`src/mvfb_pkg.sv`:
```
// Shared types and constants for the MAVLink v1 frame builder.
`default_nettype none

package mvfb_pkg;

    localparam int unsigned MAX_PAYLOAD = 255;
    localparam logic [7:0]  FRAME_STX   = 8'hFE;
    localparam logic [15:0] CRC_INIT    = 16'hFFFF;

    // Configuration register map
    localparam int unsigned CFG_INDEX_W        = 8;
    localparam logic [7:0]  CFG_SYSTEM_ID      = 8'd0;
    localparam logic [7:0]  CFG_COMPONENT_ID   = 8'd1;
    localparam logic [7:0]  SYSTEM_ID_RESET    = 8'd1;
    localparam logic [7:0]  COMPONENT_ID_RESET = 8'd100;

    // Command queue between front and back
    localparam int unsigned QUEUE_DEPTH = 4;
    localparam int unsigned QPTR_W      = $clog2(QUEUE_DEPTH);
    localparam int unsigned QCNT_W      = $clog2(QUEUE_DEPTH + 1);

    // One classified item: what the back end must emit for it
    typedef struct packed {
        logic       start;     // emit the six header bytes
        logic [7:0] length;    // declared payload length
        logic [7:0] seq_num;   // sequence number for the header
        logic [7:0] msg_id;    // message id of the open frame
        logic       emit;      // emit data as a payload byte
        logic [7:0] data;
        logic       close;     // emit the checksum
        logic       mismatch;  // payload count differs from declared length
    } entry_t;

endpackage

`default_nettype wire

```
`src/mvfb_front.sv`:
```
// Front end: accepts input items, tracks frame state and classifies each item.
`default_nettype none

module mvfb_front (
    input  wire logic            clk,
    input  wire logic            rst_n,
    input  wire logic            in_valid,
    input  wire logic            in_ready,
    input  wire logic            frame_start,
    input  wire logic [7:0]      message_id,
    input  wire logic [7:0]      payload_length,
    input  wire logic            has_byte,
    input  wire logic [7:0]      data_byte,
    input  wire logic            frame_end,
    output logic                 push,
    output mvfb_pkg::entry_t     entry
);

    logic [7:0] seq_reg,        seq_next;
    logic [7:0] bytes_seen_reg, bytes_seen_next;
    logic [7:0] held_id_reg,    held_id_next;
    logic [7:0] held_len_reg,   held_len_next;
    logic       in_frame_reg,   in_frame_next;

    logic       accept;
    logic       open;
    logic       emit;
    logic [7:0] base_count;
    logic [7:0] new_count;
    logic [7:0] cur_id;
    logic [7:0] cur_len;

    // Classify the item against the frame state
    always_comb
    begin
        accept     = in_valid && in_ready;
        open       = frame_start || in_frame_reg;
        base_count = frame_start ? 8'd0 : bytes_seen_reg;
        cur_id     = frame_start ? message_id : held_id_reg;
        cur_len    = frame_start ? payload_length : held_len_reg;
        emit       = open && has_byte && (base_count < 8'(mvfb_pkg::MAX_PAYLOAD));
        new_count  = base_count + {7'd0, emit};

        entry.start    = frame_start;
        entry.length   = payload_length;
        entry.seq_num  = seq_reg;
        entry.msg_id   = cur_id;
        entry.emit     = emit;
        entry.data     = data_byte;
        entry.close    = open && frame_end;
        entry.mismatch = new_count != cur_len;

        push = accept && (frame_start || (open && (emit || frame_end)));
    end

    // Advance frame state on each transfer
    always_comb
    begin
        seq_next        = seq_reg;
        bytes_seen_next = bytes_seen_reg;
        held_id_next    = held_id_reg;
        held_len_next   = held_len_reg;
        in_frame_next   = in_frame_reg;
        if (accept)
        begin
            if (frame_start)
            begin
                seq_next      = seq_reg + 8'd1;
                held_id_next  = message_id;
                held_len_next = payload_length;
            end
            if (open)
            begin
                bytes_seen_next = new_count;
                in_frame_next   = !frame_end;
            end
        end
    end

    always_ff @(posedge clk or negedge rst_n)
    begin
        if (!rst_n)
        begin
            seq_reg        <= 8'd0;
            bytes_seen_reg <= 8'd0;
            held_id_reg    <= 8'd0;
            held_len_reg   <= 8'd0;
            in_frame_reg   <= 1'b0;
        end
        else
        begin
            seq_reg        <= seq_next;
            bytes_seen_reg <= bytes_seen_next;
            held_id_reg    <= held_id_next;
            held_len_reg   <= held_len_next;
            in_frame_reg   <= in_frame_next;
        end
    end

endmodule

`default_nettype wire

```
`src/mvfb_queue.sv`:
```
// Short command queue that decouples the front end from the byte serializer.
`default_nettype none

module mvfb_queue (
    input  wire logic              clk,
    input  wire logic              rst_n,
    input  wire logic              push,
    input  wire mvfb_pkg::entry_t  push_entry,
    output logic                   not_full,
    input  wire logic              pop,
    output logic                   not_empty,
    output mvfb_pkg::entry_t       head
);

    mvfb_pkg::entry_t mem [mvfb_pkg::QUEUE_DEPTH];

    logic [mvfb_pkg::QPTR_W-1:0] wr_ptr_reg, wr_ptr_next;
    logic [mvfb_pkg::QPTR_W-1:0] rd_ptr_reg, rd_ptr_next;
    logic [mvfb_pkg::QCNT_W-1:0] count_reg,  count_next;

    function automatic logic [mvfb_pkg::QPTR_W-1:0] bump(input logic [mvfb_pkg::QPTR_W-1:0] p);
        if (p == mvfb_pkg::QPTR_W'(mvfb_pkg::QUEUE_DEPTH - 1))
            return '0;
        else
            return p + mvfb_pkg::QPTR_W'(1);
    endfunction

    // Track fill level and pointers
    always_comb
    begin
        not_full    = count_reg != mvfb_pkg::QCNT_W'(mvfb_pkg::QUEUE_DEPTH);
        not_empty   = count_reg != '0;
        head        = mem[rd_ptr_reg];
        wr_ptr_next = push ? bump(wr_ptr_reg) : wr_ptr_reg;
        rd_ptr_next = pop  ? bump(rd_ptr_reg) : rd_ptr_reg;
        count_next  = count_reg + mvfb_pkg::QCNT_W'(push) - mvfb_pkg::QCNT_W'(pop);
    end

    // Store the pushed entry
    always_ff @(posedge clk)
    begin
        if (push)
            mem[wr_ptr_reg] <= push_entry;
    end

    always_ff @(posedge clk or negedge rst_n)
    begin
        if (!rst_n)
        begin
            wr_ptr_reg <= '0;
            rd_ptr_reg <= '0;
            count_reg  <= '0;
        end
        else
        begin
            wr_ptr_reg <= wr_ptr_next;
            rd_ptr_reg <= rd_ptr_next;
            count_reg  <= count_next;
        end
    end

endmodule

`default_nettype wire

```
`src/mvfb_back.sv`:
```
// Back end: walks each queued command one byte a cycle unless the output stalls, and keeps the running CRC.
`default_nettype none

module mvfb_back (
    input  wire logic              clk,
    input  wire logic              rst_n,
    input  wire logic              head_valid,
    input  wire mvfb_pkg::entry_t  head,
    output logic                   pop,
    input  wire logic [7:0]        sys_id,
    input  wire logic [7:0]        comp_id,
    output logic                   out_valid,
    input  wire logic              out_ready,
    output logic [7:0]             frame_byte,
    output logic                   last_of_frame,
    output logic                   length_mismatch
);

    localparam logic [3:0] S_IDLE  = 4'd0;
    localparam logic [3:0] S_STX   = 4'd1;
    localparam logic [3:0] S_LEN   = 4'd2;
    localparam logic [3:0] S_SEQ   = 4'd3;
    localparam logic [3:0] S_SYS   = 4'd4;
    localparam logic [3:0] S_COMP  = 4'd5;
    localparam logic [3:0] S_MID   = 4'd6;
    localparam logic [3:0] S_DATA  = 4'd7;
    localparam logic [3:0] S_CRCLO = 4'd8;
    localparam logic [3:0] S_CRCHI = 4'd9;

    logic [3:0]  step_reg,      step_next;
    logic [15:0] crc_reg,       crc_next;
    logic        out_valid_reg, out_valid_next;
    logic [7:0]  byte_reg,      byte_next;
    logic        last_reg,      last_next;
    logic        mis_reg,       mis_next;

    logic        advance;
    logic [3:0]  cur;
    logic [3:0]  nxt;
    logic [3:0]  after_header;
    logic [7:0]  crc_in;
    logic [15:0] crc_stepped;

    // One CRC-16/MCRF4XX byte update
    function automatic logic [15:0] crc_step(input logic [15:0] crc, input logic [7:0] b);
        logic [7:0] t;
        t = b ^ crc[7:0];
        t = t ^ {t[3:0], 4'd0};
        return {8'd0, crc[15:8]} ^ {t, 8'd0} ^ {5'd0, t, 3'd0} ^ {12'd0, t[7:4]};
    endfunction

    // Select the byte for the current step and the step after it
    always_comb
    begin
        advance = head_valid && (!out_valid_reg || out_ready);

        if (step_reg != S_IDLE)
            cur = step_reg;
        else if (head.start)
            cur = S_STX;
        else if (head.emit)
            cur = S_DATA;
        else
            cur = S_CRCLO;

        if (head.emit)
            after_header = S_DATA;
        else if (head.close)
            after_header = S_CRCLO;
        else
            after_header = S_IDLE;

        byte_next = byte_reg;
        last_next = 1'b0;
        mis_next  = 1'b0;
        crc_in    = head.data;
        nxt       = S_IDLE;
        case (cur)
            S_STX:
            begin
                byte_next = mvfb_pkg::FRAME_STX;
                nxt       = S_LEN;
            end
            S_LEN:
            begin
                byte_next = head.length;
                nxt       = S_SEQ;
            end
            S_SEQ:
            begin
                byte_next = head.seq_num;
                nxt       = S_SYS;
            end
            S_SYS:
            begin
                byte_next = sys_id;
                nxt       = S_COMP;
            end
            S_COMP:
            begin
                byte_next = comp_id;
                nxt       = S_MID;
            end
            S_MID:
            begin
                byte_next = head.msg_id;
                nxt       = after_header;
            end
            S_DATA:
            begin
                byte_next = head.data;
                nxt       = head.close ? S_CRCLO : S_IDLE;
            end
            S_CRCLO:
            begin
                nxt = S_CRCHI;
            end
            S_CRCHI:
            begin
                byte_next = crc_reg[15:8];
                last_next = 1'b1;
                mis_next  = head.mismatch;
                nxt       = S_IDLE;
            end
            default:
            begin
                nxt = S_IDLE;
            end
        endcase

        // Header bytes after the start byte, payload and message id feed the CRC
        case (cur)
            S_LEN:   crc_in = head.length;
            S_SEQ:   crc_in = head.seq_num;
            S_SYS:   crc_in = sys_id;
            S_COMP:  crc_in = comp_id;
            S_MID:   crc_in = head.msg_id;
            S_CRCLO: crc_in = head.msg_id;
            default: crc_in = head.data;
        endcase
        crc_stepped = crc_step(crc_reg, crc_in);
        if (cur == S_CRCLO)
            byte_next = crc_stepped[7:0];

        case (cur)
            S_STX:   crc_next = mvfb_pkg::CRC_INIT;
            S_CRCHI: crc_next = mvfb_pkg::CRC_INIT;
            default: crc_next = crc_stepped;
        endcase

        // Hold everything unless a byte moves into the output register
        if (!advance)
        begin
            crc_next  = crc_reg;
            byte_next = byte_reg;
            last_next = last_reg;
            mis_next  = mis_reg;
        end

        step_next      = advance ? nxt : step_reg;
        pop            = advance && (nxt == S_IDLE);
        out_valid_next = advance || (out_valid_reg && !out_ready);
    end

    always_ff @(posedge clk or negedge rst_n)
    begin
        if (!rst_n)
        begin
            step_reg      <= S_IDLE;
            crc_reg       <= mvfb_pkg::CRC_INIT;
            out_valid_reg <= 1'b0;
        end
        else
        begin
            step_reg      <= step_next;
            crc_reg       <= crc_next;
            out_valid_reg <= out_valid_next;
        end
    end

    always_ff @(posedge clk)
    begin
        byte_reg <= byte_next;
        last_reg <= last_next;
        mis_reg  <= mis_next;
    end

    assign out_valid       = out_valid_reg;
    assign frame_byte      = byte_reg;
    assign last_of_frame   = last_reg;
    assign length_mismatch = mis_reg;

endmodule

`default_nettype wire

```
`src/mavlink_v1_frame_builder.sv`:
```
// Top level of the MAVLink v1 frame builder: config registers, front, queue, back.
//
//  channel | direction | handshake            | payload
//  --------+-----------+----------------------+----------------------------------------
//  in      | input     | in_valid / in_ready  | frame_start message_id payload_length
//          |           |                      | has_byte data_byte frame_end
//  out     | output    | out_valid / out_ready| frame_byte last_of_frame length_mismatch
//  cfg     | input     | cfg_valid / cfg_ready| cfg_index cfg_data
//
// The serializer emits one frame byte per cycle unless out_ready stalls it, so a payload-only
// item yields one byte, a frame-opening item six to nine (header, optional byte, optional checksum),
// and a closing item two or three.
// Input items enter one per cycle while the four-entry command queue has room.
// Items that produce no bytes are consumed without a queue entry.
// The output register holds its byte under stall; cfg_ready is always high.
// Reset is asynchronous and active low, and needs no clearing pass.
`default_nettype none

module mavlink_v1_frame_builder (
    input  wire logic                             clk,
    input  wire logic                             rst_n,
    input  wire logic                             in_valid,
    output logic                                  in_ready,
    input  wire logic                             frame_start,
    input  wire logic [7:0]                       message_id,
    input  wire logic [7:0]                       payload_length,
    input  wire logic                             has_byte,
    input  wire logic [7:0]                       data_byte,
    input  wire logic                             frame_end,
    output logic                                  out_valid,
    input  wire logic                             out_ready,
    output logic [7:0]                            frame_byte,
    output logic                                  last_of_frame,
    output logic                                  length_mismatch,
    input  wire logic                             cfg_valid,
    output logic                                  cfg_ready,
    input  wire logic [mvfb_pkg::CFG_INDEX_W-1:0] cfg_index,
    input  wire logic [7:0]                       cfg_data
);

    logic [7:0]       sys_id_reg;
    logic [7:0]       comp_id_reg;
    logic             push;
    logic             q_not_full;
    logic             q_not_empty;
    logic             pop;
    mvfb_pkg::entry_t push_entry;
    mvfb_pkg::entry_t head;

    // Write configuration registers on each cfg transfer
    assign cfg_ready = 1'b1;

    always_ff @(posedge clk or negedge rst_n)
    begin
        if (!rst_n)
        begin
            sys_id_reg  <= mvfb_pkg::SYSTEM_ID_RESET;
            comp_id_reg <= mvfb_pkg::COMPONENT_ID_RESET;
        end
        else if (cfg_valid && cfg_ready)
        begin
            if (cfg_index == mvfb_pkg::CFG_SYSTEM_ID)
                sys_id_reg <= cfg_data;
            else if (cfg_index == mvfb_pkg::CFG_COMPONENT_ID)
                comp_id_reg <= cfg_data;
        end
    end

    assign in_ready = q_not_full;

    mvfb_front u_front (
        .clk            (clk),
        .rst_n          (rst_n),
        .in_valid       (in_valid),
        .in_ready       (in_ready),
        .frame_start    (frame_start),
        .message_id     (message_id),
        .payload_length (payload_length),
        .has_byte       (has_byte),
        .data_byte      (data_byte),
        .frame_end      (frame_end),
        .push           (push),
        .entry          (push_entry)
    );

    mvfb_queue u_queue (
        .clk        (clk),
        .rst_n      (rst_n),
        .push       (push),
        .push_entry (push_entry),
        .not_full   (q_not_full),
        .pop        (pop),
        .not_empty  (q_not_empty),
        .head       (head)
    );

    mvfb_back u_back (
        .clk             (clk),
        .rst_n           (rst_n),
        .head_valid      (q_not_empty),
        .head            (head),
        .pop             (pop),
        .sys_id          (sys_id_reg),
        .comp_id         (comp_id_reg),
        .out_valid       (out_valid),
        .out_ready       (out_ready),
        .frame_byte      (frame_byte),
        .last_of_frame   (last_of_frame),
        .length_mismatch (length_mismatch)
    );

endmodule

`default_nettype wire

```
`config.mk`:
```
export PLATFORM = sky130hd
export DESIGN_NAME = mavlink_v1_frame_builder
export DESIGN_NICKNAME = d
export VERILOG_FILES = /design/src/mvfb_pkg.sv /design/src/mvfb_front.sv /design/src/mvfb_queue.sv /design/src/mvfb_back.sv /design/src/mavlink_v1_frame_builder.sv
export SDC_FILE = /design/constraint.sdc
export NUM_CORES = 1
export LEC_CHECK = 0
export BUFFER_PORTS_ARGS = -buffer_cell sky130_fd_sc_hd__buf_4
export CAP_MARGIN = 20
export CORE_ASPECT_RATIO = 0.5
export CORE_MARGIN = 2
export CORE_UTILIZATION = 50
export DETAILED_ROUTE_END_ITERATION = 7
export MAX_ROUTING_LAYER = met4
export PLACE_DENSITY_LB_ADDON = 0.2
export SKIP_CTS_REPAIR_TIMING = 1
export SLEW_MARGIN = 20
export SYNTH_ARGS = -nofsm -noshare
export SYNTH_HDL_FRONTEND = slang
export SYNTH_SLANG_ARGS = --single-unit
```
`constraint.sdc`:
```
create_clock -name clk -period 4 [get_ports clk]
set_input_delay 0.6 -clock clk [delete_from_list [all_inputs] [get_ports clk]]
set_output_delay 0.6 -clock clk [all_outputs]
set_load 0.02 [all_outputs]
```
# Word level (Yosys, flattened, before mapping)
# Memory sizes are Yosys's and may differ from the RTL's.
# Cells that the tools add are included.
# word_totals
regBits	87
latch_bits	0
ramBits	144
mem_bits_ro	0
in_bits	48
elab_cells	91
mem_count	1
# mem_list
memory	words	word_bits	read_ports	rd_ports_with_merged_regs	wr	line	source
u_queue.mem	4	36	1	0	1	mvfb_queue.sv:15	mvfb_pkg::entry_t mem [mvfb_pkg::QUEUE_DEPTH];
# op_classes
n_addsub	6
mul	0
div_mod_pow	0
order_cmp	1
n_eq_ne	14
n_shift	0
n_mux	18
n_bitwise	6
reduce_logical	29
# ops
cell	n
case mux 8 bit (8 select lines)	1
case mux 8 bit (5 select lines)	1
2-to-1 mux 8 bit	4
case mux 4 bit (8 select lines)	1
2-to-1 mux 4 bit	5
equality test 4 x 3 -> 1 bit, second input constant	4
2-to-1 mux 16 bit	1
XOR 16 x 11 -> 16 bit	1
XOR 16 x 4 -> 16 bit	1
XOR 8 x 16 -> 16 bit	1
XOR 8 bit	2
logical AND 1 bit	9
nonzero test 9 bit	1
adder 8 x 1 -> 8 bit	1
adder 8 x 1 -> 8 bit, second input constant	1
equality test 4 x 2 -> 1 bit, second input constant	2
equality test 4 bit, second input constant	2
equality test 8 x 1 -> 1 bit, second input constant	1
zero test 8 bit	1
< comparator 8 bit, second input constant	1
!= test 8 bit	1
AND reduction 2 bit	4
logical OR 1 bit	5
adder 2 x 1 -> 2 bit, second input constant	2
other kinds (14)	21

# Depth between registers and ports, before layout
# An unclocked memory read counts as a cell.
# depth
depth_word	13
mapped_depth	15
mapped_depth_nobuf	13

# Hierarchy
# A second synthesis with hierarchy kept.
# unflattened
cells_unflattened	749
area_unflattened_um2	10745.3
# modules_own_cells
module	n_inst	cells_each	area_each_um2	seq_area_each_um2
mvfb_queue	1	224	5616.6	4499.3
mvfb_back	1	263	2491.1	845.8
mvfb_front	1	222	1961.9	825.8
mavlink_v1_frame_builder	1	40	675.6	405.4

# Worst setup path before layout
# No wires, ideal clock.
# synth_timing
path_kind	in2reg
startpoint	input frame_start
endpoint	memory u_queue.mem[0][0] in the netlist's numbering, data pin
setup_ps	278
arrival_ps	3019
required_time_ps	3722
path_slack_ps	703
cell_stages	12
path_cell_list	clkbuf_1 > buf_1 > clkbuf_1 > nor2b_1 > ha_1 > ha_1 > nand3_1 > or2_2 > xnor2_1 > nor4_1 > a22oi_1 > or3_1
# synth_rtl
element	line	source
start, declared	mavlink_v1_frame_builder.sv:24	input wire logic frame_start,
end, declared	mvfb_queue.sv:15	

# Worst setup path after layout
# layout_timing
startpoint	register u_queue.rd_ptr_reg[1] in the netlist's numbering
endpoint	register u_queue.count_reg[2] in the netlist's numbering
# layout_between
elab_chain_len	9
elab_cells_between_ends	18
classes_between	add/sub (1); eq/ne (8); mux (6); reduce/logical (2); memory (1)
# layout_rtl
element	line	source
start, declared	mvfb_queue.sv:18	logic [mvfb_pkg::QPTR_W-1:0] rd_ptr_reg, rd_ptr_next;
start signal, assigned	mvfb_queue.sv:57	rd_ptr_reg <= rd_ptr_next;
memory read (4 x 36 bit) *	-	
2-to-1 mux 4 bit	mvfb_back.sv:61	else if (head.emit)
2-to-1 mux 4 bit	mvfb_back.sv:59	else if (head.start)
2-to-1 mux 4 bit	mvfb_back.sv:57	if (step_reg != S_IDLE)
equality test 4 bit, or another cell as far along	mvfb_back.sv:78	case (cur)
case mux 4 bit (8 select lines) *	mvfb_back.sv:78	
zero test 4 bit *	mvfb_back.sv:161	pop = advance && (nxt == S_IDLE);
logical AND 1 bit *	mvfb_back.sv:161	
named net pop	mavlink_v1_frame_builder.sv:46	logic pop;
subtractor 3 x 1 -> 3 bit *	mvfb_queue.sv:36	count_next = count_reg + mvfb_pkg::QCNT_W'(push) - mvfb_pkg::QCNT_W'(pop);
named net u_queue.count_next (one bit)	mvfb_queue.sv:19	logic [mvfb_pkg::QCNT_W-1:0] count_reg, count_next;
end signal, assigned	mvfb_queue.sv:58	count_reg <= count_next;
end, declared	mvfb_queue.sv:19	
# Mark *: on every way through the listed nets, which the timed path passes. The rest lies on a longest branch.
# A chain may end at the register's enable or synchronous reset.

==> flow_metrics.tcl <==
set metrics [dict create \
    grt_pass1_wl_um 35300 \
    die_h_um 106 \
    via_per_inst 5.82 \
    synth.avg_cell_area_sq_um 15.2 \
    largest_register_ffs 144 \
    slowest_delay_ns 0.60 \
    cap_violations 0 \
    cpMostUsedCell "inv_1" \
    ys_seq_area_share_pct 63.8 \
    io_buffer_count 59 \
    synth-seq-cells 231 \
    drc 0 \
    path_class "flip-flop to flip-flop" \
    tightest_slew_ns 1.07 \
    fmax_ghz 0.302 \
    grt_max_degree 55 \
    dpl.hpwl_um 14700 \
    grt-ovfl-total 0 \
    hp-class "primary input to asynchronous set/reset pin" \
    clock_latency_ns 0.50 \
    cp_data_arrival_time_ns 3.73 \
    yosysUniqueCellTypes 69 \
    vias 5992 \
    area_growth_pct 13.9 \
    ys_top_cells_by_area "edfxtp_1 45%, dfrtp_1 14%, mux4_2 7.2%" \
    yosysWarnings 0 \
    diodes 0 \
    finalSetupTns_ns 0 \
    gp_congestion 0.866 \
    crit_family "adder cells" \
    synth_edf_count 154 \
    ir_worst_vdd_v 0.000382 \
    io_pins 61 \
    setup_violations 0 \
    wl_per_cell_um 21.4 \
    p_leak_nw 4.46 \
    finalHoldViolations 0 \
    syn_area_sq_um 10300 \
    wirelength_um 22000 \
    required_ns 4.42 \
    die_w_um 207 \
    cts_tree "built" \
    track_usage_pct 21.7 \
    firstDrtPassIters 5 \
    clock_path_buffers 3 \
    rows 37 \
    crit_buf_inv 3 \
    cp_max_fo 10 \
    max_slew_margin_pct 28.9 \
    core_area_sq_um 20400 \
    yosysTopAreaCell "edfxtp_1" \
    synth_commonest_cells "154 x edfxtp_1, 67 x nand2_1, 57 x dfrtp_1" \
    syn_nets 737 \
    antenna_found_initial 0 \
    clk_transition_reported_paths_ns 0.07 \
    endpoint_kind "flip-flop" \
    slew_viol_final 0 \
    async_flop_share_pct 33.3 \
    synth_cells 678 \
    status "complete, no violations" \
    yosys.cell_count.top_type "edfxtp_1" \
    ys.flop_type "edfxtp_1" \
    drt_iter0_drc 625 \
    cts_made_buffers 21 \
    p_total_w 0.00985 \
    nets 802 \
    clock_skew_ns 0.0153 \
    rsz0062_at_grt "false" \
    ant_nets 0 \
    dieArea_sq_um 21900 \
    path_cells "mux4_2, nand2_1, or3_1, a21o_1, o211ai_1, inv_1, ha_1, inv_1, ha_1, inv_1, fa_1, xnor2_1, xnor2_1" \
    drive_gt1_share_pct 28.9 \
    critPathLaunchType "flip-flop" \
    power_per_cell_area_nw_per_um2 838 \
    netlist.area_leader.share_pct 44.8 \
    finalCriticalPeriod_ns 3.32 \
    critPathSlowestCell "dfrtp_1" \
    timing.final.crit_share_pct 82.9 \
    grt_pass1_vias 6006 \
    clock_sinks 231 \
    htree_levels 1 \
    cts_root_buffer "clkbuf_16" \
    start_util_pct 50.6 \
]
==> cell usage in the layout (no fill, tap or decap), types with 15 or more instances in the layout <==
| cell | instances |
|---|---|
| edfxtp_1 | 154 |
| buf_4 | 75 |
| nand2_1 | 67 |
| dfrtp_1 | 56 |
| mux2_2 | 43 |
| a21oi_1 | 34 |
| mux4_2 | 33 |
| nor2_1 | 26 |
| clkbuf_16 | 22 |
| xnor2_1 | 21 |
| dfstp_2 | 20 |
| o21ai_0 | 19 |
| a22oi_1 | 15 |
==> power by group <==
group / switching (W) / internal (W) / total [W]
clock network: 0.000842 / 0.00115 / 0.00199
registers: 0.000373 / 0.00332 / 0.00369
logic: 0.00216 / 0.00201 / 0.00417
total: 0.00338 / 0.00648 / 0.00985
==> worst reg2reg max path, delay by kind of cell, from the launching register on <==
kind            cells  cell delay [ns]
simple gates        2             0.56
xor+xnor            2             0.32
compound gates      2             0.39
fa+ha+maj           3             0.80
flops               1             0.60
buf+inv             3             0.21
mux                 1             0.38
==> metal layers <==
| layer | GRT usage, % | up-vias | wire, um |
|---|---|---|---|
| met1 | 33.3 | 3048 | 10600 |
| li1 | - | 2715 | - |
| met4 | 3.83 | 0 | 332 |
| met2 | 30.7 | 195 | 9650 |
| met5 | - | - | 0 |
| met3 | 3.87 | 34 | 1470 |
==> metrics by stage <==
step / setup WS, ns / instance area [sq um] / hold WS (ns) / cells / util (%)
4_1_cts: 0.683 / 11800 / 0.182 / 1030 / 57.7
3_3_place_gp: 0.678 / 11100 / 0.459 / 993 / 54.3
3_5_place_dp: 0.559 / 11100 / 0.470 / 993 / 54.3
2_1_floorplan: 0.703 / 10300 / 0.304 / 678 / -
6_report: 0.685 / 11800 / 0.148 / 1030 / 57.7
5_1_grt: 0.465 / 11800 / 0.213 / 1030 / 57.7
==> final timing paths <==
path,slack (ns),startpoint,end,cells after the start
hold reg to reg,0.49,u_front.held_len_reg[0]$_DFFE_PN0P_,u_front.held_len_reg[0]$_DFFE_PN0P_,2
min in group clk,0.30,data_byte[5],u_queue.mem[0][7]$_DFFE_PP_,1
setup reg to reg,0.68,u_queue.rd_ptr_reg[1]$_DFFE_PN0P_,u_queue.count_reg[2]$_DFF_PN0_,13
max in group asynchronous,3.01,rst_n,u_front.in_frame_reg$_DFFE_PN0P_,2
setup / recovery,0.68,u_queue.rd_ptr_reg[1]$_DFFE_PN0P_,u_queue.count_reg[2]$_DFF_PN0_,13
hold / removal,0.15,rst_n,u_queue.wr_ptr_reg[1]$_DFFE_PN0P_,1
==> kinds of logic after synthesis <==
| logic type | after synthesis | share of synthesized area, % |
|---|---|---|
| AO/OA/AOI/OAI | 116 | 7.86 |
| XOR/XNOR | 46 | 5.29 |
| adder cells (fa/ha/maj) | 11 | 1.41 |
| buffers and inverters | 46 | 1.95 |
| flip-flops | 231 | 63.8 |
| multiplexers | 82 | 13.1 |
| other | 1 | 0.0364 |
| AND/OR/NAND/NOR | 145 | 6.59 |
==> layout make-up <==
| type | count | area, sq um |
|---|---|---|
| Clock buffer | 30 | 622 |
| Fill cell | 1627 | 8620 |
| Multi-Input combinational cell | 401 | 3540 |
| Inverter | 13 | 48.8 |
| Timing Repair Buffer | 75 | 563 |
| Tap cell | 273 | 342 |
| Sequential cell | 231 | 6580 |
| Clock inverter | 7 | 61.3 |
(Power assumes the default switching activity.)
